**config.mk**
```make
export PLATFORM = sky130hd
export DESIGN_NAME = jits_state_mem
export DESIGN_NICKNAME = d
export VERILOG_FILES = /design/src/hw/rtl/jits_pkg.sv /design/src/hw/rtl/jits_state_mem.sv
export SDC_FILE = /design/constraint.sdc
export NUM_CORES = 1
export LEC_CHECK = 0
export ABC_AREA = 1
export BUFFER_PORTS_ARGS = -buffer_cell sky130_fd_sc_hd__buf_2
export CELL_PAD_IN_SITES_DETAIL_PLACEMENT = 1
export CELL_PAD_IN_SITES_GLOBAL_PLACEMENT = 2
export CORE_MARGIN = 2
export CORE_UTILIZATION = 37
export CTS_BUF_LIST = sky130_fd_sc_hd__clkbuf_4 sky130_fd_sc_hd__clkbuf_8 sky130_fd_sc_hd__clkbuf_16
export CTS_CLUSTER_SIZE = 40
export DETAILED_ROUTE_END_ITERATION = 12
export PLACE_DENSITY = 0.75
export SLEW_MARGIN = 20
export SYNTH_ARGS = -nofsm -noshare
export SYNTH_HDL_FRONTEND = slang
export SYNTH_SLANG_ARGS = --single-unit
export TNS_END_PERCENT = 100
```
**constraint.sdc**
```tcl
create_clock -name clock -period 8.43 [get_ports clock]
set_input_delay 0.4215 -clock clock [delete_from_list [all_inputs] [get_ports clock]]
set_output_delay 0.4215 -clock clock [all_outputs]
set_load 0.1 [all_outputs]
```
**src/hw/rtl/jits_pkg.sv**
```systemverilog
`default_nettype none

package jits_pkg;

   localparam int JOINT_COUNT = 8;
   localparam int JOINT_W     = 3;
   localparam logic [JOINT_W:0] JOINT_LIMIT = (JOINT_W + 1)'(JOINT_COUNT);

   localparam logic [16:0] ALPHA_ONE   = 17'd65536;
   localparam logic [16:0] ALPHA_RESET = 17'd0;
   localparam logic [30:0] STEP_RESET  = 31'h7FFF_FFFF;

   // configuration register indexes
   localparam logic [0:0] REG_ALPHA = 1'b0;
   localparam logic [0:0] REG_STEP  = 1'b1;

   // filter lanes
   localparam int LANE_K = 0;
   localparam int LANE_D = 1;
   localparam int LANE_P = 2;
   localparam int LANE_V = 3;
   localparam int LANES  = 4;

   localparam logic signed [34:0] SAT_MAX = 35'sd2147483647;
   localparam logic signed [34:0] SAT_MIN = -35'sd2147483648;
   localparam logic signed [50:0] HALF_LSB51 = 51'sd32768;
   localparam logic signed [64:0] HALF_LSB65 = 65'sd32768;

   typedef struct packed {
      logic [JOINT_W-1:0]  joint;
      logic signed [31:0]  q;
      logic signed [31:0]  dq;
      logic signed [31:0]  cor;
      logic                cok;
      logic signed [31:0]  cq;
      logic signed [31:0]  cdq;
      logic [30:0]         ck;
      logic [30:0]         cd;
      logic signed [31:0]  cff;
   } item_type;

   typedef struct packed {
      logic signed [31:0] last;
      logic signed [31:0] held;
      logic signed [31:0] fvel;
      logic signed [31:0] fpos;
      logic signed [31:0] fdamp;
      logic signed [31:0] fstiff;
   } state_type;

   typedef struct packed {
      logic               en;
      logic [JOINT_W-1:0] addr;
      state_type          data;
   } wr_type;

   typedef struct packed {
      logic               valid;
      logic [JOINT_W-1:0] joint;
      logic signed [31:0] torque;
      logic               ok;
   } res_type;

   function automatic logic signed [31:0] sat35(input logic signed [34:0] x);
      logic signed [31:0] r;
      if (x > SAT_MAX) begin
         r = SAT_MAX[31:0];
      end else if (x < SAT_MIN) begin
         r = SAT_MIN[31:0];
      end else begin
         r = x[31:0];
      end
      return r;
   endfunction

   // Q1.16 weight times Q16.16 value, exact
   function automatic logic signed [49:0] wmul(input logic [16:0] w,
                                               input logic signed [31:0] v);
      logic signed [17:0] ws;
      ws = $signed({1'b0, w});
      return 50'(ws) * 50'(v);
   endfunction

   // sum of two weighted terms, round half up to Q16.16, saturate
   function automatic logic signed [31:0] blend_round(input logic signed [49:0] pa,
                                                      input logic signed [49:0] pb);
      logic signed [50:0] acc;
      logic signed [34:0] r;
      acc = 51'(pa) + 51'(pb) + HALF_LSB51;
      r   = acc[50:16];
      return sat35(r);
   endfunction

endpackage

`default_nettype wire

```
**src/hw/rtl/jits_state_mem.sv**
```systemverilog
`default_nettype none

module jits_state_mem (
   input  wire logic                          clock,
   input  wire logic                          reset,
   input  wire logic                          rd_en,
   input  wire logic [jits_pkg::JOINT_W-1:0]  rd_addr,
   input  wire jits_pkg::wr_type              wr,
   output jits_pkg::state_type                rd_data,
   output logic                               rd_started
);

   jits_pkg::state_type mem_ff [jits_pkg::JOINT_COUNT];
   jits_pkg::state_type rd_data_ff;
   logic [jits_pkg::JOINT_COUNT-1:0] started_ff;
   logic rd_started_ff;

   always_ff @(posedge clock) begin
      if (wr.en) begin
         mem_ff[wr.addr] <= wr.data;
      end
      if (rd_en) begin
         rd_data_ff    <= mem_ff[rd_addr];
         rd_started_ff <= started_ff[rd_addr];
      end
   end

   // a joint counts as started once its first valid item is written back
   always_ff @(posedge clock) begin
      if (reset) begin
         started_ff <= '0;
      end else if (wr.en) begin
         started_ff[wr.addr] <= 1'b1;
      end
   end

   assign rd_data    = rd_data_ff;
   assign rd_started = rd_started_ff;

endmodule

`default_nettype wire

```
==> results of run 1 <==
==> layer usage <==
layer / share of wire / wire length [um] / up-vias / track usage
met4: 0.034 / 6830 / 8 / 0.0745
met1: 0.42 / 84100 / 23700 / 0.240
met3: 0.031 / 6280 / 337 / 0.0286
met5: 0.00026 / 52 / - / 0
met2: 0.51 / 103000 / 708 / 0.367
li1: - / - / 22700 / -
==> metrics by stage <==
step,util,setup slack (ns),std cells
after floorplan,-,2.43,6900
after global placement,0.396,4.78,9670
after detailed placement,0.396,4.73,9670
after CTS,0.437,5.38,10200
after global routing,0.438,5.27,10200
final,0.438,5.39,10200
==> path summary, 6_finish.rpt <==
kind	endpoint	slack (ns)
max reg2reg	rd_data[157]$_DFFE_PP_	7.31
min	rd_data[28]$_DFFE_PP_	0.04
max	mem_ff[2][38]$_DFFE_PP_	5.39
min reg2reg	started_ff[6]$_SDFFE_PP0P_	0.46
==> cell families (layout without fill, tap and decap cells) <==
group                  count (synthesis)  in the layout  share of synthesized area
buffers and inverters               1859           2554                      0.101
AND/OR/NAND/NOR                     3297           3297                      0.183
other                                  0             11                          0
AO/OA/AOI/OAI                          7              7                   0.000481
flip-flops                          1737           1737                      0.716
==> registers in the layout (all words and copies together) (netlist names) <==
name,cells
mem_ff,1536
rd_data,192
started_ff,8
rd_started,1
==> final cells by class <==
cell class,count,area [um^2]
clock inverters,100,891
diodes,11,27.5
repair buffers,643,4550
clock buffers,252,5270
multi-input cells,3304,13400
well taps,2624,3280
inverters,1559,5930
flip-flops and latches,1737,52100
fillers,21400,110000
==> placed cells by master (no fill, tap or decap), types with 39 or more instances in the layout <==
cell type | synthesis | final
buf_2 | 223 | 390
buf_4 | 12 | 39
clkbuf_16 | 0 | 193
clkbuf_4 | 0 | 59
clkinv_1 | 0 | 49
dlygate4sd3_1 | 0 | 196
edfxtp_1 | 1729 | 1729
inv_1 | 1557 | 1549
nand2_1 | 2518 | 2518
nand3_1 | 772 | 772
==> report_power, final <==
part / switching, uW / internal [uW] / total, uW
Sequential: 98.9 / 9870 / 9970
Combinational: 1410 / 393 / 1810
Clock: 3470 / 4700 / 8170
Total: 4990 / 15000 / 19900
==> what timing repair did <==
| action | CTS | global route |
|---|---|---|
| endpoints found under the hold margin | 1551 | 0 |
| hold buffers | 196 | 0 |
| resized for setup | 0 | 0 |
==> metrics.txt, run 1 <==
status complete, no violations; share of async-settable or async-resettable flops after synthesis 0; cell-by-cell trace of the critical path dlygate4sd3_1, buf_2, nor2_1, nand2_1, inv_8, buf_4, buf_4; io pins 395; Core Area 195000 um^2; dpl cell area between 70000 and 80000 um^2; Top delay family on crit path buffers and inverters; drt total wl 200000 um; Worst Setup SP wr[192]; H-tree depth 4; die area 200000 um^2; detailed placement HPWL 102000 um; initial DRC count 2570; share of the synthesized area in the top cell type 0.713; total track usage 0.201; total gr overflow 0; worst hold path type input pin to flop; nets 7638; DIE WIDTH 447 um; ratio of cells with drive above 1 in the final layout 0.100; number of iterations in the first detailed-routing pass 5; first-pass GRT wire length about 300000 um; Area Growth Syn to Fin 17.4%; hold depth 1; top-count cell post-synth nand2_1; CP Capture Type flop; largest net degree at the start of global routing 202; Reg-to-Reg Start mem_ff[2][157]$_DFFE_PP_; fin crit period between 3 and 4 ns; Synth Register Bits 1737; largest buffer count on any clock path 3; Starting Density 0.373; count of cell instances traversed by the critical path 7; Mapped Area 72800 um^2; Worst Path Buf+Inv 5; period utilisation layout 0.361; Setup Buffers After CTS 0; Reg clk slew, reported paths 0.06 ns; Yosys cell types 13; Design Area, Final between 80000 and 90000 um^2; syn avg cell area approximately 11 um^2; vias in the first global route 50300; Max Cap Viol 0; Crit Path Category input pin to flop; top cells by area, synth edfxtp_1, nand2_1, inv_1, nand3_1, buf_2; f_max roughly 330 MHz; Vias/cell 4.64; WP data required 8.89 ns; Rel. slew slack 0.170; CP dominant cell by count buf_4; initial antenna violation count 30; unrepaired setup endpoints after global routing false; max incr delay on CP 0.70 ns; Routed WL per cell roughly 20 um; FF-to-FF path depth 6; Synth area leader edfxtp_1; Die Ht 447 um; FP Rows 162; register area share after synthesis 0.716; Post-Syn Nets 7102; Top FF cell, synth edfxtp_1; slowest CP cell buf_4; CTS root buf clkbuf_16; startpoint types input pin; Cell Pwr Density 233 nW/um^2; skew final 0.0306 ns; number of synthesized flops with an enable pin 1729; Static Leakage 0.0383 uW; Worst VDD drop 0.000157 V; CTS tree done; HP Start rd_en; vias post-DR around 47000; clock sinks 1737; max-slew violations 0; synth cell count leaders nand2_1, edfxtp_1, inv_1, nand3_1, buf_2; final setup fails 0; CP max FO between 50 and 60; setup TNS 0 ns; Num CTS Buffers 191; slew at the pin closest to its max-slew limit about 1.2 ns; Synth Warn # 0; # DRC 0; PortBufs a little under 400; Arr. time, crit path 3.50 ns; total chip power approximately 20000 uW; Final Wtd Congestion around 0.73; Final Hold Viols 0; hold slack 0.0405 ns; Worst-Skew Late Latency 0.85 ns; synthesized instance count 6900; final antenna-violating net count 0
No activity file was read; power rests on OpenSTA's default activity.
==> run 2, diff against run 1 <==
--- a/config.mk
+++ b/config.mk
@@ -10,11 +10,11 @@
 export CELL_PAD_IN_SITES_DETAIL_PLACEMENT = 1
 export CELL_PAD_IN_SITES_GLOBAL_PLACEMENT = 2
 export CORE_MARGIN = 2
-export CORE_UTILIZATION = 37
+export CORE_UTILIZATION = 41
 export CTS_BUF_LIST = sky130_fd_sc_hd__clkbuf_4 sky130_fd_sc_hd__clkbuf_8 sky130_fd_sc_hd__clkbuf_16
 export CTS_CLUSTER_SIZE = 40
 export DETAILED_ROUTE_END_ITERATION = 12
-export PLACE_DENSITY = 0.75
+export PLACE_DENSITY = 0.79
 export SLEW_MARGIN = 20
 export SYNTH_ARGS = -nofsm -noshare
 export SYNTH_HDL_FRONTEND = slang
==> constraint.sdc (replaced) <==
create_clock -name clock -period 2.9 [get_ports clock]
set_input_delay 0.145 -clock clock [delete_from_list [all_inputs] [get_ports clock]]
set_output_delay 0.145 -clock clock [all_outputs]
set_load 0.1 [all_outputs]
==> metrics.txt, run 2 (synthesized netlist as in run 1, its figures left out) <==
status complete, no violations; Filler Cells Inserted 19200; vias post-DR between 40000 and 50000; slew at the pin closest to its max-slew limit 0.865 ns; unrepaired setup endpoints after global routing false; # placed instances 9449; Arr. time, crit path 2.68 ns; Final Hold Viols 0; Routed WL per cell roughly 20 um; flop2flop setup slack 1.37 ns; total gr overflow 0; Largest register FFs 1536; reg2reg end rd_data[14]$_DFFE_PP_; Design Area, Final 86300 um^2; initial DRC count 2438; CP Capture Type flop; Worst VDD drop approximately 0.00056 V; metal3 WL slightly below 6000 um; Num CTS Buffers 188; # DRC 0; dpl cell area 78200 um^2; CP max FO 69; skew final 0.0261 ns; Worst Hold Path EP mem_ff[4][157]$_DFFE_PP_; f_max between 400 and 500 MHz; hold depth 2; die area 181000 um^2; Top reg by flops mem_ff; FP Rows 154; vias in the first global route 51900; PortBufs 394; Reg clk slew, reported paths 0.06 ns; initial antenna violation count 21; Reg-to-Reg Start mem_ff[5][14]$_DFFE_PP_; Vias/cell 4.83; WP data required 3.35 ns; largest buffer count on any clock path 3; Static Leakage 0.0388 uW; number of iterations in the first detailed-routing pass 5; Rel. slew slack 0.423; Cell Pwr Density approximately 670 nW/um^2; Multi-input gate area 13500 um^2; Die Ht 425 um; ratio of cells with drive above 1 in the final layout 0.109; Core Area approximately 180000 um^2; io pins 395; worst hold path type input pin to flop; DRT met1 WL 82200 um; HP Start wr[157]; fin crit period 2.24 ns; FF-to-FF path depth 7; Storage cell area 52100 um^2; Starting Density 0.413; first-pass GRT wire length a little over 300000 um; final antenna-violating net count 0; Final Util 0.489; CTS root buf clkbuf_16; Worst Setup SP wr[194]; Final Non-Filler Cells 9999; Final Wtd Congestion 0.757; routed length on met2 107000 um; startpoint types input pin; drt total wl 202000 um; largest net degree at the start of global routing 118; final setup fails 0; H-tree depth 4; Crit Path Category input pin to flop; max-slew violations 0; CTS tree done; most common cell after layout, fill and taps aside nand2_1; DIE WIDTH 425 um; total track usage 0.224; Max Cap Viol 0; Top Metal Used met5; period utilisation layout 0.771; Area Growth Syn to Fin 18.5%; detailed placement HPWL 113000 um; nets 7707; clock sinks around 1700; Worst-Skew Late Latency 0.82 ns; CTS resizes 0; most frequent cells in the layout nand2_1, edfxtp_1, inv_1
-- run 2: cell count changes in the layout (fill, tap and decap cells not counted), sizes merged --
| cell | previous run | this run |
|---|---|---|
| dlygate4sd3 | 196 | 206 |
| inv | 1568 | 1555 |
| clkinv | 78 | 80 |
| clkinvlp | 4 | 13 |
| clkbuf | 252 | 241 |
| diode | 11 | 5 |
| buf | 447 | 509 |
-- run 2: cell type report --
| class | count | share of cell area |
|---|---|---|
| Multi-Input combinational cell | 3304 | 0.156 |
| Antenna cell | 5 | 0.000145 |
| Inverter | 1559 | 0.0689 |
| Clock inverter | 98 | 0.00837 |
| Timing Repair Buffer | 715 | 0.0683 |
| Tap cell | 2340 | 0.0339 |
| Clock buffer | 241 | 0.0606 |
| Sequential cell | 1737 | 0.604 |
-- run 2: worst max path at each step --
stage,end,slack [ns],depth (start not counted)
after floorplan,mem_ff[1][0]$_DFFE_PP_,-0.65,4
after global placement,rd_data[167]$_DFFE_PP_,0.87,8
after detailed placement,rd_data[82]$_DFFE_PP_,0.84,9
after CTS,rd_data[14]$_DFFE_PP_,0.74,11
after global routing,rd_data[14]$_DFFE_PP_,0.55,11
final,mem_ff[4][16]$_DFFE_PP_,0.66,8
-- run 2: what timing repair did --
| item | 4_1_cts | 5_1_grt |
|---|---|---|
| endpoints found under the hold margin | 1601 | 0 |
| setup buffers | 0 | 0 |
| hold buffers | 206 | 0 |
-- run 2: critical path, stage by stage --
cell and delay (ns):
dlygate4sd3_1 0.54, buf_2 0.30, inv_12 0.03, nor2_4 0.08, dlygate4sd3_1 0.64, nand2_2 0.11, clkinvlp_4 0.25, buf_12 0.46
-- run 2: power by group --
part | switching (uW) | leakage [uW] | internal [uW]
registers | 303 | 0.0159 | 28700
logic | 4190 | 0.0199 | 1280
clock network | 9770 | 0.00298 | 13500
total | 14300 | 0.0388 | 43400
-- run 2: layer usage --
layer  track usage  vias up
li1              -    22800
met3        0.0282      356
met5             0        -
met2         0.417      759
met1         0.265    24300
met4        0.0765        6
-- run 2: through the flow --
step           hold slack, ns  total power, uW  setup TNS [ns]  setup WS [ns]
3_3_place_gp            0.407            34600               0          0.874
2_1_floorplan           0.244            33000         -978.71         -0.655
6_report                0.136            57700               0          0.664
5_1_grt                 0.108            59700               0          0.552
3_5_place_dp            0.419            34800               0          0.844
4_1_cts                0.0656            58300               0          0.744
